[config.mk]
export PLATFORM = sky130hd
export DESIGN_NAME = iidreg_ctrl_flat
export DESIGN_NICKNAME = d
export VERILOG_FILES = /design/src/iidreg_pkg.sv /design/src/iidreg_req_if.sv /design/src/iidreg_rsp_if.sv /design/src/iidreg_ctrl.sv /design/src/flat_wrapper.sv
export SDC_FILE = /design/constraint.sdc
export NUM_CORES = 1
export LEC_CHECK = 0
export BUFFER_PORTS_ARGS = -buffer_cell sky130_fd_sc_hd__buf_2
export CORE_ASPECT_RATIO = 1.75
export CORE_MARGIN = 2
export CORE_UTILIZATION = 25
export CTS_CLUSTER_SIZE = 10
export DETAILED_ROUTE_END_ITERATION = 10
export PLACE_DENSITY = 0.44
export SETUP_SLACK_MARGIN = 0.2
export SLEW_MARGIN = 20
export SYNTH_ARGS = -nofsm -noshare
export SYNTH_HDL_FRONTEND = slang
export SYNTH_SLANG_ARGS = --single-unit
[constraint.sdc]
create_clock -name clk_i -period 10.8 [get_ports clk_i]
set_input_delay 2.16 -clock clk_i [delete_from_list [all_inputs] [get_ports clk_i]]
set_output_delay 2.16 -clock clk_i [all_outputs]
set_load 0.01 [all_outputs]
[src/iidreg_pkg.sv]
package iidreg_pkg;

  localparam int unsigned IdW      = 16;
  localparam int unsigned NodeW    = 16;
  localparam int unsigned PairW    = 32;
  localparam int unsigned CfgDataW = 8;
  localparam int unsigned CfgIdxW  = 1;

  localparam logic ACT_CONN   = 1'b0;
  localparam logic ACT_NEURON = 1'b1;

  localparam logic [CfgIdxW-1:0] REG_INPUT_COUNT  = 1'd0;
  localparam logic [CfgIdxW-1:0] REG_OUTPUT_COUNT = 1'd1;

  localparam logic [CfgDataW-1:0] INPUT_COUNT_RST  = 8'd8;
  localparam logic [CfgDataW-1:0] OUTPUT_COUNT_RST = 8'd4;

  typedef enum logic [3:0] {
    ST_IDLE  = 4'b0001,
    ST_CHECK = 4'b0010,
    ST_SCAN  = 4'b0100,
    ST_RESP  = 4'b1000
  } state_e;

  typedef struct packed {
    logic rd_en;
    logic wr_en;
    logic neuron;
  } mem_ctl_t;

endpackage

[src/iidreg_req_if.sv]
interface iidreg_req_if;
  logic                          valid;
  logic                          ready;
  logic                          action;
  logic [iidreg_pkg::NodeW-1:0]  src_node;
  logic [iidreg_pkg::NodeW-1:0]  dst_node;
  logic [iidreg_pkg::IdW-1:0]    conn_id;

  modport source (output valid, action, src_node, dst_node, conn_id, input ready);
  modport sink (input valid, action, src_node, dst_node, conn_id, output ready);
endinterface

[src/iidreg_rsp_if.sv]
interface iidreg_rsp_if;
  logic                        valid;
  logic                        ready;
  logic [iidreg_pkg::IdW-1:0]  assigned_id;
  logic                        newly_assigned;
  logic                        table_full;

  modport source (output valid, assigned_id, newly_assigned, table_full, input ready);
  modport sink (input valid, assigned_id, newly_assigned, table_full, output ready);
endinterface

[src/iidreg_ctrl.sv]
module iidreg_ctrl #(
  parameter int unsigned TABLE_DEPTH = 256,
  localparam int unsigned AddrW = $clog2(TABLE_DEPTH),
  localparam int unsigned CntW  = $clog2(TABLE_DEPTH + 1)
) (
  input  logic                                clk_i,
  input  logic                                rst_ni,
  iidreg_req_if.sink                          req,
  iidreg_rsp_if.source                        rsp,
  input  logic                                cfg_we_i,
  input  logic [iidreg_pkg::CfgIdxW-1:0]      cfg_idx_i,
  input  logic [iidreg_pkg::CfgDataW-1:0]     cfg_data_i,
  output iidreg_pkg::mem_ctl_t                mem_ctl_o,
  output logic [AddrW-1:0]                    rd_addr_o,
  output logic [AddrW-1:0]                    wr_addr_o,
  output logic [iidreg_pkg::PairW-1:0]        wdata_o,
  input  logic [iidreg_pkg::PairW-1:0]        pair_rdata_i,
  input  logic [iidreg_pkg::IdW-1:0]          neu_rdata_i
);

  iidreg_pkg::state_e state_q, state_d;

  logic                            action_q, action_d;
  logic [iidreg_pkg::PairW-1:0]    key_q, key_d;
  logic [iidreg_pkg::CfgDataW-1:0] in_cnt_q, out_cnt_q;
  logic [CntW-1:0]                 pair_cnt_q, pair_cnt_d;
  logic [CntW-1:0]                 neu_cnt_q, neu_cnt_d;
  logic [CntW-1:0]                 scan_idx_q, scan_idx_d;
  logic                            pend_q, pend_d;
  logic [AddrW-1:0]                pend_idx_q, pend_idx_d;
  logic [iidreg_pkg::IdW-1:0]      base_q, base_d;
  logic [iidreg_pkg::IdW-1:0]      res_id_q, res_id_d;
  logic                            res_new_q, res_new_d;
  logic                            res_full_q, res_full_d;
  logic                            out_vld_q, out_vld_d;
  logic [iidreg_pkg::IdW-1:0]      out_id_q, out_id_d;
  logic                            out_new_q, out_new_d;
  logic                            out_full_q, out_full_d;

  logic [iidreg_pkg::NodeW-1:0] src, dst;
  logic                         is_pre;
  logic [23:0]                  pre_prod;
  logic [iidreg_pkg::IdW-1:0]   pre_id, base_mul, base_add;
  logic [CntW-1:0]              cur_cnt;
  logic                         key_hit, rd_ok, scan_end, tbl_full;

  assign src = key_q[31:16];
  assign dst = key_q[15:0];

  assign is_pre = (action_q == iidreg_pkg::ACT_CONN)
               && (src < {8'd0, in_cnt_q})
               && (dst >= {8'd0, in_cnt_q})
               && ({1'b0, dst} < ({9'd0, in_cnt_q} + {9'd0, out_cnt_q}));
  assign pre_prod = {8'd0, src} * {16'd0, out_cnt_q};
  assign pre_id   = pre_prod[15:0] + (dst - {8'd0, in_cnt_q});
  assign base_mul = {8'd0, in_cnt_q} * {8'd0, out_cnt_q};
  assign base_add = {8'd0, in_cnt_q} + {8'd0, out_cnt_q};

  assign cur_cnt  = (action_q == iidreg_pkg::ACT_NEURON) ? neu_cnt_q : pair_cnt_q;
  assign key_hit  = pend_q && ((action_q == iidreg_pkg::ACT_NEURON)
                  ? (neu_rdata_i == key_q[15:0]) : (pair_rdata_i == key_q));
  assign rd_ok    = scan_idx_q < cur_cnt;
  assign scan_end = !pend_q && (scan_idx_q == cur_cnt);
  assign tbl_full = cur_cnt == CntW'(TABLE_DEPTH);

  assign req.ready         = state_q == iidreg_pkg::ST_IDLE;
  assign rsp.valid         = out_vld_q;
  assign rsp.assigned_id   = out_id_q;
  assign rsp.newly_assigned = out_new_q;
  assign rsp.table_full    = out_full_q;

  assign rd_addr_o = scan_idx_q[AddrW-1:0];
  assign wr_addr_o = cur_cnt[AddrW-1:0];
  assign wdata_o   = key_q;

  always_comb begin
    state_d    = state_q;
    action_d   = action_q;
    key_d      = key_q;
    pair_cnt_d = pair_cnt_q;
    neu_cnt_d  = neu_cnt_q;
    scan_idx_d = scan_idx_q;
    pend_d     = pend_q;
    pend_idx_d = pend_idx_q;
    base_d     = base_q;
    res_id_d   = res_id_q;
    res_new_d  = res_new_q;
    res_full_d = res_full_q;
    out_vld_d  = out_vld_q && !rsp.ready;
    out_id_d   = out_id_q;
    out_new_d  = out_new_q;
    out_full_d = out_full_q;
    mem_ctl_o.rd_en  = 1'b0;
    mem_ctl_o.wr_en  = 1'b0;
    mem_ctl_o.neuron = action_q;

    unique case (state_q)
      iidreg_pkg::ST_IDLE: begin
        if (req.valid) begin
          action_d = req.action;
          key_d    = (req.action == iidreg_pkg::ACT_NEURON)
                   ? {16'd0, req.conn_id} : {req.src_node, req.dst_node};
          state_d  = iidreg_pkg::ST_CHECK;
        end
      end
      iidreg_pkg::ST_CHECK: begin
        if (is_pre) begin
          res_id_d   = pre_id;
          res_new_d  = 1'b0;
          res_full_d = 1'b0;
          state_d    = iidreg_pkg::ST_RESP;
        end else begin
          base_d     = (action_q == iidreg_pkg::ACT_NEURON) ? base_add : base_mul;
          scan_idx_d = '0;
          pend_d     = 1'b0;
          state_d    = iidreg_pkg::ST_SCAN;
        end
      end
      iidreg_pkg::ST_SCAN: begin
        if (key_hit) begin
          res_id_d   = base_q + iidreg_pkg::IdW'(pend_idx_q);
          res_new_d  = 1'b0;
          res_full_d = 1'b0;
          state_d    = iidreg_pkg::ST_RESP;
        end else if (scan_end) begin
          if (tbl_full) begin
            res_id_d   = '0;
            res_new_d  = 1'b0;
            res_full_d = 1'b1;
          end else begin
            mem_ctl_o.wr_en = 1'b1;
            res_id_d   = base_q + iidreg_pkg::IdW'(cur_cnt);
            res_new_d  = 1'b1;
            res_full_d = 1'b0;
            if (action_q == iidreg_pkg::ACT_NEURON) begin
              neu_cnt_d = neu_cnt_q + CntW'(1);
            end else begin
              pair_cnt_d = pair_cnt_q + CntW'(1);
            end
          end
          state_d = iidreg_pkg::ST_RESP;
        end else begin
          mem_ctl_o.rd_en = rd_ok;
          pend_d     = rd_ok;
          pend_idx_d = scan_idx_q[AddrW-1:0];
          scan_idx_d = scan_idx_q + CntW'(rd_ok);
        end
      end
      iidreg_pkg::ST_RESP: begin
        if (!out_vld_q || rsp.ready) begin
          out_vld_d  = 1'b1;
          out_id_d   = res_id_q;
          out_new_d  = res_new_q;
          out_full_d = res_full_q;
          state_d    = iidreg_pkg::ST_IDLE;
        end
      end
      default: state_d = iidreg_pkg::ST_IDLE;
    endcase
  end

  always_ff @(posedge clk_i or negedge rst_ni) begin
    if (!rst_ni) begin
      state_q    <= iidreg_pkg::ST_IDLE;
      in_cnt_q   <= iidreg_pkg::INPUT_COUNT_RST;
      out_cnt_q  <= iidreg_pkg::OUTPUT_COUNT_RST;
      pair_cnt_q <= '0;
      neu_cnt_q  <= '0;
      scan_idx_q <= '0;
      pend_q     <= 1'b0;
      out_vld_q  <= 1'b0;
    end else begin
      state_q    <= state_d;
      pair_cnt_q <= pair_cnt_d;
      neu_cnt_q  <= neu_cnt_d;
      scan_idx_q <= scan_idx_d;
      pend_q     <= pend_d;
      out_vld_q  <= out_vld_d;
      if (cfg_we_i) begin
        unique case (cfg_idx_i)
          iidreg_pkg::REG_INPUT_COUNT:  in_cnt_q  <= cfg_data_i;
          iidreg_pkg::REG_OUTPUT_COUNT: out_cnt_q <= cfg_data_i;
          default: ;
        endcase
      end
    end
  end

  always_ff @(posedge clk_i) begin
    action_q   <= action_d;
    key_q      <= key_d;
    pend_idx_q <= pend_idx_d;
    base_q     <= base_d;
    res_id_q   <= res_id_d;
    res_new_q  <= res_new_d;
    res_full_q <= res_full_d;
    out_id_q   <= out_id_d;
    out_new_q  <= out_new_d;
    out_full_q <= out_full_d;
  end

  a_cnt_bound: assert property (@(posedge clk_i) disable iff (!rst_ni)
    (pair_cnt_q <= CntW'(TABLE_DEPTH)) && (neu_cnt_q <= CntW'(TABLE_DEPTH)))
    else $error("entry count above table depth");

  a_wr_in_scan: assert property (@(posedge clk_i) disable iff (!rst_ni)
    mem_ctl_o.wr_en |-> (state_q == iidreg_pkg::ST_SCAN) && !tbl_full && !mem_ctl_o.rd_en)
    else $error("table write outside a miss");

  a_pair_cnt_step: assert property (@(posedge clk_i) disable iff (!rst_ni)
    (pair_cnt_q != $past(pair_cnt_q)) |->
      ($past(mem_ctl_o.wr_en) && !$past(mem_ctl_o.neuron)))
    else $error("pair count moved without insert");

  a_neu_cnt_step: assert property (@(posedge clk_i) disable iff (!rst_ni)
    (neu_cnt_q != $past(neu_cnt_q)) |->
      ($past(mem_ctl_o.wr_en) && $past(mem_ctl_o.neuron)))
    else $error("neuron count moved without insert");

endmodule
[src/flat_wrapper.sv]
// flat-port wrapper written by rule: the top's interface ports become plain ports
module iidreg_ctrl_flat 
#(
  parameter int unsigned TABLE_DEPTH = 256,
  localparam int unsigned AddrW = $clog2(TABLE_DEPTH),
  localparam int unsigned CntW  = $clog2(TABLE_DEPTH + 1)
)
  (clk_i, rst_ni, cfg_we_i, cfg_idx_i, cfg_data_i, mem_ctl_o, rd_addr_o, wr_addr_o, wdata_o, pair_rdata_i, neu_rdata_i, req_valid, req_action, req_src_node, req_dst_node, req_conn_id, req_ready, rsp_valid, rsp_assigned_id, rsp_newly_assigned, rsp_table_full, rsp_ready);
  iidreg_req_if req_i ();
  iidreg_rsp_if rsp_i ();
  input  logic clk_i;
  input  logic rst_ni;
  input  logic cfg_we_i;
  input  logic [iidreg_pkg::CfgIdxW-1:0] cfg_idx_i;
  input  logic [iidreg_pkg::CfgDataW-1:0] cfg_data_i;
  output iidreg_pkg::mem_ctl_t mem_ctl_o;
  output logic [AddrW-1:0] rd_addr_o;
  output logic [AddrW-1:0] wr_addr_o;
  output logic [iidreg_pkg::PairW-1:0] wdata_o;
  input  logic [iidreg_pkg::PairW-1:0] pair_rdata_i;
  input  logic [iidreg_pkg::IdW-1:0] neu_rdata_i;
  input wire logic [$bits(req_i.valid)-1:0] req_valid;
  input wire logic [$bits(req_i.action)-1:0] req_action;
  input wire logic [$bits(req_i.src_node)-1:0] req_src_node;
  input wire logic [$bits(req_i.dst_node)-1:0] req_dst_node;
  input wire logic [$bits(req_i.conn_id)-1:0] req_conn_id;
  output wire logic [$bits(req_i.ready)-1:0] req_ready;
  output wire logic [$bits(rsp_i.valid)-1:0] rsp_valid;
  output wire logic [$bits(rsp_i.assigned_id)-1:0] rsp_assigned_id;
  output wire logic [$bits(rsp_i.newly_assigned)-1:0] rsp_newly_assigned;
  output wire logic [$bits(rsp_i.table_full)-1:0] rsp_table_full;
  input wire logic [$bits(rsp_i.ready)-1:0] rsp_ready;
  assign req_i.valid = req_valid;
  assign req_i.action = req_action;
  assign req_i.src_node = req_src_node;
  assign req_i.dst_node = req_dst_node;
  assign req_i.conn_id = req_conn_id;
  assign req_ready = req_i.ready;
  assign rsp_valid = rsp_i.valid;
  assign rsp_assigned_id = rsp_i.assigned_id;
  assign rsp_newly_assigned = rsp_i.newly_assigned;
  assign rsp_table_full = rsp_i.table_full;
  assign rsp_i.ready = rsp_ready;
  iidreg_ctrl #(.TABLE_DEPTH(TABLE_DEPTH)) u_core (.clk_i(clk_i), .rst_ni(rst_ni), .req(req_i), .rsp(rsp_i), .cfg_we_i(cfg_we_i), .cfg_idx_i(cfg_idx_i), .cfg_data_i(cfg_data_i), .mem_ctl_o(mem_ctl_o), .rd_addr_o(rd_addr_o), .wr_addr_o(wr_addr_o), .wdata_o(wdata_o), .pair_rdata_i(pair_rdata_i), .neu_rdata_i(neu_rdata_i));
endmodule
After elaboration in Yosys (flattened, before gate mapping)

Cells that the tools add are included.

Add/subtract/negate cells: 9
$mul: 2
Magnitude comparators: 4
Eq/ne operators: 15
Multiplexer cells: 38
Bitwise logic cells: 6
Reduce and logical (&&, ||, !) cells: 22

Operator list:

| kind                                         | number |
|---|---|
| two-way mux 16 bit                           | 6 |
| two-way mux 9 bit                            | 4 |
| == test 32 bit                               | 1 |
| one-hot mux 16 bit (2 select lines)          | 1 |
| two-way mux 4 bit                            | 5 |
| adder 8 x 8 -> 9 bit                         | 2 |
| adder 9 x 1 -> 9 bit (second input constant) | 2 |
| one-hot mux 9 bit (2 select lines)           | 1 |
| less-than comparator 16 x 17 -> 1 bit        | 1 |
| adder 16 bit                                 | 1 |
| adder 16 x 8 -> 16 bit                       | 1 |
| adder 16 x 9 -> 16 bit                       | 1 |
| == test 16 bit                               | 1 |
| greater-or-equal comparator 16 x 8 -> 1 bit  | 1 |
| less-than comparator 16 x 8 -> 1 bit         | 1 |
| multiplier 16 x 8 -> 16 bit                  | 1 |
| multiplier 8 x 8 -> 16 bit                   | 1 |
| one-hot mux 4 bit (4 select lines)           | 1 |
| subtractor 16 x 8 -> 16 bit                  | 1 |
| two-way mux 1 bit                            | 15 |
| AND reduction 2 bit                          | 5 |
| AND reduction 5 bit                          | 2 |
| adder 9 x 1 -> 9 bit                         | 1 |
| == test 9 bit                                | 1 |
| 18 further kinds                             | 39 |

Register bits: 142
Input port bits: 111
Output and inout port bits: 71
Logic and storage cells: 115

Depth between registers and ports, before layout

Gate-level depths: netlist of run 1.

Word-level depth: 6
Gate-level depth with buffers: 21
Mapped depth without buffers: 20

Worst setup path after synthesis of run 1

OpenSTA, ideal clock, no wires.

Kind: in2out
From: input port pair_rdata_i[6] (netlist name)
To: output port mem_ctl_o[2] (netlist name)
Arrival: 3.769 ns
Data required time: 8.640 ns
Slack: 4.871 ns
Stages: 8
Path buffers: 1
Path through: xor2_1 -> or3b_1 -> or4_1 -> nor4_1 -> nand2b_1 -> buf_6 -> nor3_2 -> o211a_1

RTL lines:

| element         | RTL line           | source |
|---|---|---|
| start, declared | flat_wrapper.sv:20 | `input logic [iidreg_pkg::PairW-1:0] pair_rdata_i;` |
| end, declared   | flat_wrapper.sv:16 | `output iidreg_pkg::mem_ctl_t mem_ctl_o;` |

==> impl_metrics.env, run 1 <==
export IMPL_outcome="finished clean"
export IMPL_slew_headroom=0.247
export IMPL_final_common_cell="inv_1"
export IMPL_start_util=0.254
export IMPL_clock_latency_ns=0.46
export IMPL_max_clock_freq_mhz=149
export IMPL_finalSetupTns_ns=0
export IMPL_yosysTopAreaCellShare=0.196
export IMPL_cts_max_path_buffers=2
export IMPL_path_class="in -> out"
export IMPL_htreeDepth=4
export IMPL_hold_buffers=0
export IMPL_finalWeightedCongestion=0.848
export IMPL_synth_area_leaders="edfxtp_1, fa_1, ha_1"
export IMPL_synth_largest_area_cell="edfxtp_1"
export IMPL_drv_cap=0
export IMPL_grt_pass1_vias=11800
export IMPL_wl_per_cell_um=19.3
export IMPL_ant_nets=0
export IMPL_synthArstFlopShare=0.345
export IMPL_vias=10900
export IMPL_dp_hpwl_mm=37.7
export IMPL_vias_per_cell=4.57
export IMPL_first_iter_violations=419
export IMPL_nets=1971
export IMPL_io_pins=182
export IMPL_tightest_slew_ns=1.13
export IMPL_drv_slew=0
export IMPL_syn_area_sq_mm=0.0143
export IMPL_clkSinkCount=142
export IMPL_post_cts_resize_count=0
export IMPL_die_h_um=320
export IMPL_synth_edf_count=93
export IMPL_hold_violations=0
export IMPL_critPathMaxStageDelay_ns=0.54
export IMPL_cp_required_ns=8.64
export IMPL_fin_skew_ns=0.0103
export IMPL_cp_max_fo=19
export IMPL_finalCritPeriodShare=0.620
export IMPL_synth_warnings=0
export IMPL_fp_dieArea_sq_mm=0.0591
export IMPL_post_cts_buffers=0
export IMPL_die_x_um=185
export IMPL_min_period_ns=6.70
export IMPL_ys_ff_latch=142
export IMPL_ys_types=80
export IMPL_syn_inst=1450
export IMPL_cp_end_kind="output pin"
export IMPL_numPortBuffers=181
export IMPL_synthesis_nets=1816
export IMPL_crit_chain="buf_2 > xor2_1 > or2b_1 > or4b_1 > nor4_1 > nand2b_1 > buf_4 > nor3_2 > o211a_1 > buf_2"
export IMPL_grt_max_degree=50
export IMPL_synth_area_per_cell_sq_um=9.84
export IMPL_core_sq_mm=0.0563
export IMPL_hold_class="reg -> reg"
export IMPL_grt_setup_unrepaired="false"
export IMPL_drt_wl_total_mm=45.9
export IMPL_n_fill_cell=5998
export IMPL_area_delta_synth_final_pct=15.5
export IMPL_drc=0
export IMPL_groute_usage_overall=0.161
export IMPL_cp_slowest_cell="nor4_1"
export IMPL_cts_buffers=17
export IMPL_grt_antenna_before_repair=7
export IMPL_yosys_most_used_dff="edfxtp_1"
export IMPL_cts_tree="done"
export IMPL_setup_viol=0
export IMPL_path_clk_slew_ns=0.06
export IMPL_drtPass1Iterations=5
export IMPL_cp_arrival_ns=4.54
export IMPL_root_buffer="clkbuf_16"
export IMPL_yosysSeqAreaShare=0.282
export IMPL_most_common_layout_cells="inv_1, buf_2, nand2_1"
export IMPL_grt_pass1_wl_mm=69.9
export IMPL_drive_gt1_frac=0.176
export IMPL_grt_remaining_overflow=0
export IMPL_start_kind="input port"
export IMPL_row_count=115
export IMPL_critPathMostFrequentCell="buf_2"
## layout make-up
class                           instances  area [sq um]  share of cell area
Multi-Input combinational cell       1052          9170               0.556
Sequential cell                       142          4020               0.244
Timing Repair Buffer                  196          1020              0.0618
Tap cell                              760           951              0.0577
Inverter                              196           736              0.0446
Clock buffer                           23           509              0.0309
Clock inverter                          9          70.1             0.00425
Antenna cell                            2          5.00            0.000304
## synthesized netlist by cell type, types with 3 or more instances
| cell type | count |
|---|---|
| nor3_1 | 25 |
| nand2b_1 | 14 |
| nor2_1 | 57 |
| nor2b_1 | 26 |
| or4_1 | 3 |
| mux2_2 | 28 |
| dfstp_2 | 3 |
| o21bai_1 | 3 |
| nand4b_1 | 5 |
| buf_6 | 5 |
| o21a_1 | 10 |
| a31o_2 | 5 |
| o221ai_1 | 5 |
| a211oi_1 | 10 |
| buf_4 | 11 |
| nand3_1 | 31 |
| xnor2_1 | 66 |
| nand2_1 | 143 |
| and2_1 | 71 |
| dfrtp_1 | 46 |
| a21boi_0 | 4 |
| nor4b_1 | 3 |
| ha_1 | 136 |
| xor2_1 | 55 |
| or3_1 | 8 |
| fa_1 | 119 |
| and2_2 | 6 |
| inv_1 | 195 |
| mux2i_1 | 14 |
| a21o_1 | 20 |
| buf_2 | 3 |
| a31oi_1 | 10 |
| edfxtp_1 | 93 |
| and3_1 | 17 |
| o21ai_0 | 39 |
| nand4_1 | 7 |
| o31a_1 | 3 |
| a21oi_1 | 43 |
| clkbuf_8 | 3 |
| nor4_1 | 21 |
| clkbuf_1 | 35 |
## path summary, 6_finish.rpt
check                      cells past startpoint                                  end                            start  slack [ns]
setup reg to reg                              18        u_core.res_id_q[14]$_DFFE_PP_  u_core.out_cnt_q[0]$_DFFE_PN0P_        4.71
min in group asynchronous                      2     u_core.scan_idx_q[3]$_DFFE_PN0P_                           rst_ni        1.82
hold / removal                                 0  u_core.rsp.assigned_id[4]$_DFFE_PP_     u_core.res_id_q[4]$_DFFE_PP_        0.42
hold reg to reg                                0  u_core.rsp.assigned_id[4]$_DFFE_PP_     u_core.res_id_q[4]$_DFFE_PP_        0.42
max in group asynchronous                      2       u_core.in_cnt_q[5]$_DFFE_PN0P_                           rst_ni        8.49
setup / recovery                              10                         mem_ctl_o[2]                  pair_rdata_i[1]        4.10
## per-layer routing
metal,vias to the layer above,share of wire,GRT usage
met5,-,0.0013,0
met2,260,0.56,0.316
li1,5164,-,-
met4,10,0.051,0.0836
met3,99,0.039,0.0280
met1,5342,0.35,0.156
## registers in the layout (all words and copies together) (netlist names), 4 cells and up
register	flops
u_core.base_q	16
u_core.in_cnt_q	8
u_core.neu_cnt_q	9
u_core.out_cnt_q	8
u_core.pair_cnt_q	9
u_core.pend_idx_q	8
u_core.res_id_q	16
u_core.rsp.assigned_id	16
u_core.scan_idx_q	9
u_core.state_q	4
u_core.wdata_o	32
## cells by family after synthesis
logic type      share of synthesized area
mux                                0.0330
fa+ha+maj                           0.286
buf+inv                            0.0758
compound gates                     0.0828
simple gates                        0.165
xor+xnor                           0.0754
flops                               0.282
## per-stage QoR
step	area, sq um	instances	util	hold slack [ns]	setup slack, ns
after floorplan	14300	1450	-	0.400	4.87
after global placement	15900	2346	0.283	0.405	4.10
after detailed placement	15900	2346	0.283	0.407	4.07
after CTS	16500	2378	0.293	0.422	4.06
after global routing	16500	2379	0.293	0.431	3.93
final	16500	2380	0.293	0.419	4.10
## critical path, delay by kind of cell
| kind | cells | cell delay (ns) |
|---|---|---|
| AO/OA/AOI/OAI | 1 | 0.17 |
| AND/OR/NAND/NOR | 5 | 1.51 |
| XOR/XNOR | 1 | 0.19 |
| buffers and inverters | 3 | 0.49 |
Power of run 1 is left out: the tool's default activity adds up to more than one toggle a clock period on the data nets, which glitch-free logic cannot reach.
==> run 2, diff against run 1 <==
--- a/config.mk
+++ b/config.mk
@@ -5,13 +5,14 @@
 export SDC_FILE = /design/constraint.sdc
 export NUM_CORES = 1
 export LEC_CHECK = 0
+export ABC_AREA = 1
 export BUFFER_PORTS_ARGS = -buffer_cell sky130_fd_sc_hd__buf_2
 export CORE_ASPECT_RATIO = 1.75
 export CORE_MARGIN = 2
 export CORE_UTILIZATION = 25
 export CTS_CLUSTER_SIZE = 10
 export DETAILED_ROUTE_END_ITERATION = 10
-export PLACE_DENSITY = 0.44
+export PLACE_DENSITY = 0.45
 export SETUP_SLACK_MARGIN = 0.2
 export SLEW_MARGIN = 20
 export SYNTH_ARGS = -nofsm -noshare
==> constraint.sdc (replaced) <==
create_clock -name clk_i -period 5.8 [get_ports clk_i]
set_input_delay 1.16 -clock clk_i [delete_from_list [all_inputs] [get_ports clk_i]]
set_output_delay 1.16 -clock clk_i [all_outputs]
set_load 0.01 [all_outputs]
==> run 2 against run 1 <==
Non-clock buffer count increased by 13. Sequential cell count unchanged. First-iteration DRC count increased by 84%. Synthesized area increased by 9.6%. Cell area increased by 9.4%. Critical endpoint is now u_core.res_id_q[11]$_DFFE_PP_.
==> impl_metrics.env, run 2 <==
export IMPL_min_delay_start="u_core.res_new_q$_SDFFCE_PP0P_"
export IMPL_max_clock_freq_mhz=187
export IMPL_regToRegStartpoint="u_core.out_cnt_q[2]$_DFFE_PN1P_"
export IMPL_tightest_slew_ns=0.887
export IMPL_clkSinkCount=142
export IMPL_yosysSeqAreaShare=0.257
export IMPL_ant_nets=0
export IMPL_dp_hpwl_mm=43.9
export IMPL_ys_top_cells_by_count="nand2_1, inv_1, nor2_1"
export IMPL_grt_max_degree=50
export IMPL_cts_buffers=17
export IMPL_die_h_um=335
export IMPL_path_clk_slew_ns=0.07
export IMPL_outcome="finished clean"
export IMPL_cts_max_path_buffers=2
export IMPL_setup_viol=0
export IMPL_synth_area_leaders="edfxtp_1, fa_1, nand2_1"
export IMPL_grt_antenna_before_repair=0
export IMPL_synth_largest_area_cell="edfxtp_1"
export IMPL_core_sq_mm=0.0621
export IMPL_rr_worst_depth=17
export IMPL_grt_pass1_vias=14400
export IMPL_min_period_ns=5.35
export IMPL_drc=0
export IMPL_start_util=0.252
export IMPL_syn_inst=2070
export IMPL_vias=13500
export IMPL_grt_setup_unrepaired="true"
export IMPL_htreeDepth=4
export IMPL_cp_startpoint="u_core.out_cnt_q[2]$_DFFE_PN1P_"
export IMPL_yosys_most_used_dff="edfxtp_1"
export IMPL_n_antenna_cell=0
export IMPL_most_common_layout_cells="nand2_1, inv_1, buf_2"
export IMPL_use_met3=0.0249
export IMPL_finalWeightedCongestion=0.936
export IMPL_numPortBuffers=181
export IMPL_grt_remaining_overflow=0
export IMPL_synth_warnings=0
export IMPL_io_pins=182
export IMPL_cp_required_ns=6.02
export IMPL_cts_tree="done"
export IMPL_synthArstFlopShare=0.345
export IMPL_grt_pass1_wl_mm=81.7
export IMPL_yosysTopAreaCellShare=0.179
export IMPL_met1_usage=0.174
export IMPL_cp_arrival_ns=5.57
export IMPL_cp_max_fo=14
export IMPL_drtPass1Iterations=5
export IMPL_final_common_cell="nand2_1"
export IMPL_syn_area_sq_mm=0.0156
export IMPL_met2_usage=0.330
export IMPL_hold_class="reg -> reg"
export IMPL_drv_cap=0
export IMPL_clock_latency_ns=0.46
export IMPL_synthMostInstantiatedCell="nand2_1"
export IMPL_groute_usage_overall=0.168
export IMPL_synth_edf_count=93
export IMPL_ys_ff_latch=142
export IMPL_die_x_um=193
export IMPL_first_iter_violations=773
export IMPL_hold_buffers=0
export IMPL_drv_slew=0
export IMPL_root_buffer="clkbuf_16"
export IMPL_fin_skew_ns=0.0142
export IMPL_ys_types=46
export IMPL_start_kind="flop"
export IMPL_synth_area_per_cell_sq_um=7.55
export IMPL_regToRegEndpoint="u_core.res_id_q[11]$_DFFE_PP_"
export IMPL_nets=2598
export IMPL_largest_reg_flops=32
export IMPL_hold_violations=0
export IMPL_synthesis_nets=2436
export IMPL_busiest_layer="met2"
export IMPL_vias_per_cell=4.43
export IMPL_finalSetupTns_ns=0
export IMPL_area_delta_synth_final_pct=15.4
export IMPL_endpoint="u_core.res_id_q[11]$_DFFE_PP_"
export IMPL_path_class="reg -> reg"
export IMPL_drive_gt1_frac=0.127
export IMPL_drt_wl_total_mm=52.4
export IMPL_finalCritPeriodShare=0.922
export IMPL_slew_headroom=0.409
export IMPL_fp_dieArea_sq_mm=0.0646
export IMPL_row_count=121
export IMPL_cp_end_kind="flop"
export IMPL_wl_per_cell_um=17.2
export IMPL_r2r_setup_slack_ns=0.45
-- run 2: cell count changes after synthesis, sizes merged, moves of 15 or more --
cell   delta
a21o     -15
and2     -77
nor2b    -26
inv     +229
nor4     -20
nor2     +95
o21ai    +22
a21oi    +24
xnor2    -36
nand2   +455
nand3    +89
and3     -18
-- run 2: worst min-delay path by stage --
| stage | cells after the start | to |
|---|---|---|
| finish | 0 | u_core.rsp.newly_assigned$_DFFE_PP_ |
| global route | 0 | u_core.rsp.assigned_id[7]$_DFFE_PP_ |
| CTS | 0 | u_core.rsp.newly_assigned$_DFFE_PP_ |
| detailed placement | 0 | u_core.rsp.assigned_id[8]$_DFFE_PP_ |
| global placement | 0 | u_core.rsp.newly_assigned$_DFFE_PP_ |
| floorplan | 0 | u_core.rsp.assigned_id[0]$_DFFE_PP_ |
-- run 2: area by class of cell --
cell class              instances  area, sq um
fillers                      6811        44000
multi-input cells            1437         9680
flip-flops and latches        142         4020
inverters                     425         1600
repair buffers                209         1130
well taps                     799         1000
clock buffers                  20          479
clock inverters                12          120
-- run 2: repair_timing --
action / CTS / global route
buffers inserted: 0 / 3
gates resized for setup: 0 / 1
endpoints found under the setup margin: 0 / 3
-- run 2: stage by stage --
step | util | hold slack, ns | instances | setup slack [ns] | area (sq um)
2_1_floorplan | - | 0.400 | 2070 | 0.719 | 15600
3_3_place_gp | 0.280 | 0.407 | 3008 | 0.478 | 17400
3_5_place_dp | 0.280 | 0.405 | 3008 | 0.445 | 17400
4_1_cts | 0.290 | 0.420 | 3040 | 0.430 | 18000
5_1_grt | 0.290 | 0.436 | 3044 | 0.143 | 18000
6_report | 0.290 | 0.417 | 3044 | 0.450 | 18000
-- run 2: kinds of logic (layout without fill, tap and decap cells) --
kind of cell	after synthesis	after routing	share of synthesized area
buffers and inverters	491	666	0.124
xor gates and xnor gates	81	81	0.0454
DFF	142	142	0.257
muxes	18	18	0.0130
and+or+nand+nor	932	932	0.247
AOI/OAI and AO/OA	151	151	0.0520
adders and majority gates	255	255	0.261
-- run 2: critical path: stages (launching register included) --
cell and delay (ns):
dfstp_2 0.72, nand2_1 0.13, fa_1 0.55, inv_1 0.05, fa_1 0.52, fa_1 0.44
fa_1 0.54, inv_1 0.05, fa_1 0.49, inv_1 0.04, ha_1 0.34, a21oi_1 0.25
o21ai_0 0.18, a21oi_1 0.24, o21ai_0 0.15, or2_2 0.29, nand3_1 0.07, nand2_1 0.05
-- run 2: metal layers --
metal	part of all wire	vias to the layer above
met3	0.037	87
met5	0	-
met4	0.041	0
met2	0.55	337
li1	-	6698
met1	0.37	6363
Power of run 2 is left out for the same reason.
==> run 3, diff against run 2 <==
--- a/config.mk
+++ b/config.mk
@@ -12,7 +12,7 @@
 export CORE_UTILIZATION = 25
 export CTS_CLUSTER_SIZE = 10
 export DETAILED_ROUTE_END_ITERATION = 10
-export PLACE_DENSITY = 0.45
+export PLACE_DENSITY = 0.44
 export SETUP_SLACK_MARGIN = 0.2
 export SLEW_MARGIN = 20
 export SYNTH_ARGS = -nofsm -noshare
==> constraint.sdc (replaced) <==
create_clock -name clk_i -period 6.7 [get_ports clk_i]
set_input_delay 1.005 -clock clk_i [delete_from_list [all_inputs] [get_ports clk_i]]
set_output_delay 1.005 -clock clk_i [all_outputs]
set_load 0.01 [all_outputs]
==> run 3 against run 2 <==
Sequential cell count did not move. Cell area fell by 0.76%. Largest cell class unchanged. Worst hold slack improved by 0.0047 ns. Fmax shrank 4.2%. Sequential share of layout area up 0.16 points. Setup slack gained 0.66 ns. Critical path depth stayed put. Register-to-register slack better by 0.66 ns. Routed wire length down 0.32%.
==> impl_metrics.env, run 3 (synthesized netlist as in run 2, its figures left out) <==
export IMPL_clock_latency_ns=0.47
export IMPL_hold_depth=0
export IMPL_cts_tree="done"
export IMPL_cp_slowest_cell="dfrtp_1"
export IMPL_cp_end_kind="flop"
export IMPL_drv_cap=0
export IMPL_max_clock_freq_mhz=179
export IMPL_most_common_layout_cells="nand2_1, inv_1, buf_2"
export IMPL_hold_violations=0
export IMPL_cp_arrival_ns=5.80
export IMPL_vias=13400
export IMPL_finalSetupTns_ns=0
export IMPL_drv_slew=0
export IMPL_hold_class="reg -> reg"
export IMPL_grt_pass1_vias=14200
export IMPL_largest_reg_flops=32
export IMPL_root_buffer="clkbuf_16"
export IMPL_start_util=0.252
export IMPL_setup_viol=0
export IMPL_grt_antenna_before_repair=1
export IMPL_dr_wl_met3_mm=1.59
export IMPL_min_delay_start="u_core.res_id_q[3]$_DFFE_PP_"
export IMPL_io_pins=182
export IMPL_htreeDepth=4
export IMPL_cp_max_fo=25
export IMPL_die_x_um=193
export IMPL_path_buf_inv=3
export IMPL_row_count=121
export IMPL_fin_skew_ns=0.0213
export IMPL_grt_setup_unrepaired="false"
export IMPL_tightest_slew_ns=1.04
export IMPL_rr_worst_depth=17
export IMPL_path_class="reg -> reg"
export IMPL_critPathMaxStageDelay_ns=1.02
export IMPL_hold_path_endpoint="u_core.rsp.assigned_id[3]$_DFFE_PP_"
export IMPL_outcome="finished clean"
export IMPL_hold_buffers=0
export IMPL_regToRegStartpoint="u_core.out_cnt_q[0]$_DFFE_PN0P_"
export IMPL_path_clk_slew_ns=0.07
export IMPL_routed_top_layer="met4"
export IMPL_n_fill_cell=6845
export IMPL_drtPass1Iterations=5
export IMPL_r2r_setup_slack_ns=1.11
export IMPL_critPathTopFamily="adder cells"
export IMPL_core_sq_mm=0.0621
export IMPL_die_h_um=335
export IMPL_fp_dieArea_sq_mm=0.0646
export IMPL_regToRegEndpoint="u_core.res_id_q[11]$_DFFE_PP_"
export IMPL_cp_required_ns=6.91
export IMPL_dp_hpwl_mm=43.5
export IMPL_grt_max_degree=50
export IMPL_n_antenna_cell=0
export IMPL_clkSinkCount=142
export IMPL_grt_remaining_overflow=0
export IMPL_first_iter_violations=672
export IMPL_cts_buffers=17
export IMPL_area_delta_synth_final_pct=14.5
export IMPL_ant_nets=0
export IMPL_drc=0
export IMPL_route_met2_wl_mm=29.6
export IMPL_nets=2583
export IMPL_numPortBuffers=181
export IMPL_critPathMostFrequentCell="fa_1"
export IMPL_vias_per_cell=4.43
export IMPL_cts_max_path_buffers=2
export IMPL_wl_per_cell_um=17.2
export IMPL_crit_chain="nand2_1 > fa_1 > inv_1 > fa_1 > fa_1 > fa_1 > inv_1 > fa_1 > inv_1 > ha_1 > a21oi_1 > o21ai_0 > a21oi_1 > o21ai_0 > or2_2 > nand3_1 > nand2_1"
export IMPL_min_period_ns=5.59
export IMPL_finalWeightedCongestion=0.929
export IMPL_groute_usage_overall=0.167
export IMPL_drt_wl_total_mm=52.2
export IMPL_finalCritPeriodShare=0.834
export IMPL_final_common_cell="nand2_1"
export IMPL_wl_met1_mm=19.6
export IMPL_post_cts_resize_count=0
export IMPL_grt_pass1_wl_mm=81.1
export IMPL_drive_gt1_frac=0.121
export IMPL_slew_headroom=0.305
export IMPL_start_kind="flop"
export IMPL_post_cts_buffers=0
[run 3: cell types whose count changed in the layout (fill, tap and decap cells not counted), sizes merged]
cell,before,now
buf,209,194
inv,430,434
clkbuf,20,17
clkinvlp,0,1
clkinv,6,4
[run 3: layout make-up]
cell class | count | area (sq um) | share of cell area
multi-input cells | 1437 | 9680 | 0.541
flip-flops and latches | 142 | 4020 | 0.225
inverters | 425 | 1600 | 0.0892
repair buffers | 194 | 1020 | 0.0568
well taps | 799 | 1000 | 0.0559
clock buffers | 17 | 425 | 0.0238
clock inverters | 15 | 150 | 0.00839
[run 3: how the worst max path moves through the flow]
stage | startpoint | end | slack (ns) | cells after the start
after floorplan | u_core.out_cnt_q[7]$_DFFE_PN0P_ | u_core.res_id_q[11]$_DFFE_PP_ | 1.62 | 19
after global placement | u_core.out_cnt_q[0]$_DFFE_PN0P_ | u_core.res_id_q[11]$_DFFE_PP_ | 1.14 | 17
after detailed placement | u_core.out_cnt_q[0]$_DFFE_PN0P_ | u_core.res_id_q[11]$_DFFE_PP_ | 1.13 | 17
after CTS | u_core.out_cnt_q[0]$_DFFE_PN0P_ | u_core.res_id_q[11]$_DFFE_PP_ | 1.11 | 17
after global routing | u_core.out_cnt_q[0]$_DFFE_PN0P_ | u_core.res_id_q[11]$_DFFE_PP_ | 0.72 | 17
final | u_core.out_cnt_q[0]$_DFFE_PN0P_ | u_core.res_id_q[11]$_DFFE_PP_ | 1.11 | 17
[run 3: per-stage QoR]
step	cells	hold slack, ns	util	setup slack [ns]	area [sq um]
CTS	3028	0.426	0.288	1.11	17900
global route	3029	0.435	0.288	0.725	17900
floorplan	2070	0.400	-	1.62	15600
global placement	2996	0.407	0.279	1.14	17300
finish	3029	0.422	0.288	1.11	17900
detailed placement	2996	0.405	0.279	1.13	17300
[run 3: per-layer routing]
layer,vias to the layer above,GRT usage
met2,290,0.338
met4,0,0.0516
met1,6401,0.174
met5,-,0
met3,63,0.0207
li1,6667,-
[run 3: worst reg2reg max path: cells and delay by family, from the launching register on]
kind | cells | cell delay [ns]
flops | 1 | 1.02
fa+ha+maj | 6 | 2.87
compound gates | 4 | 0.71
buf+inv | 3 | 0.16
simple gates | 4 | 0.58
Power of run 3 is left out for the same reason.
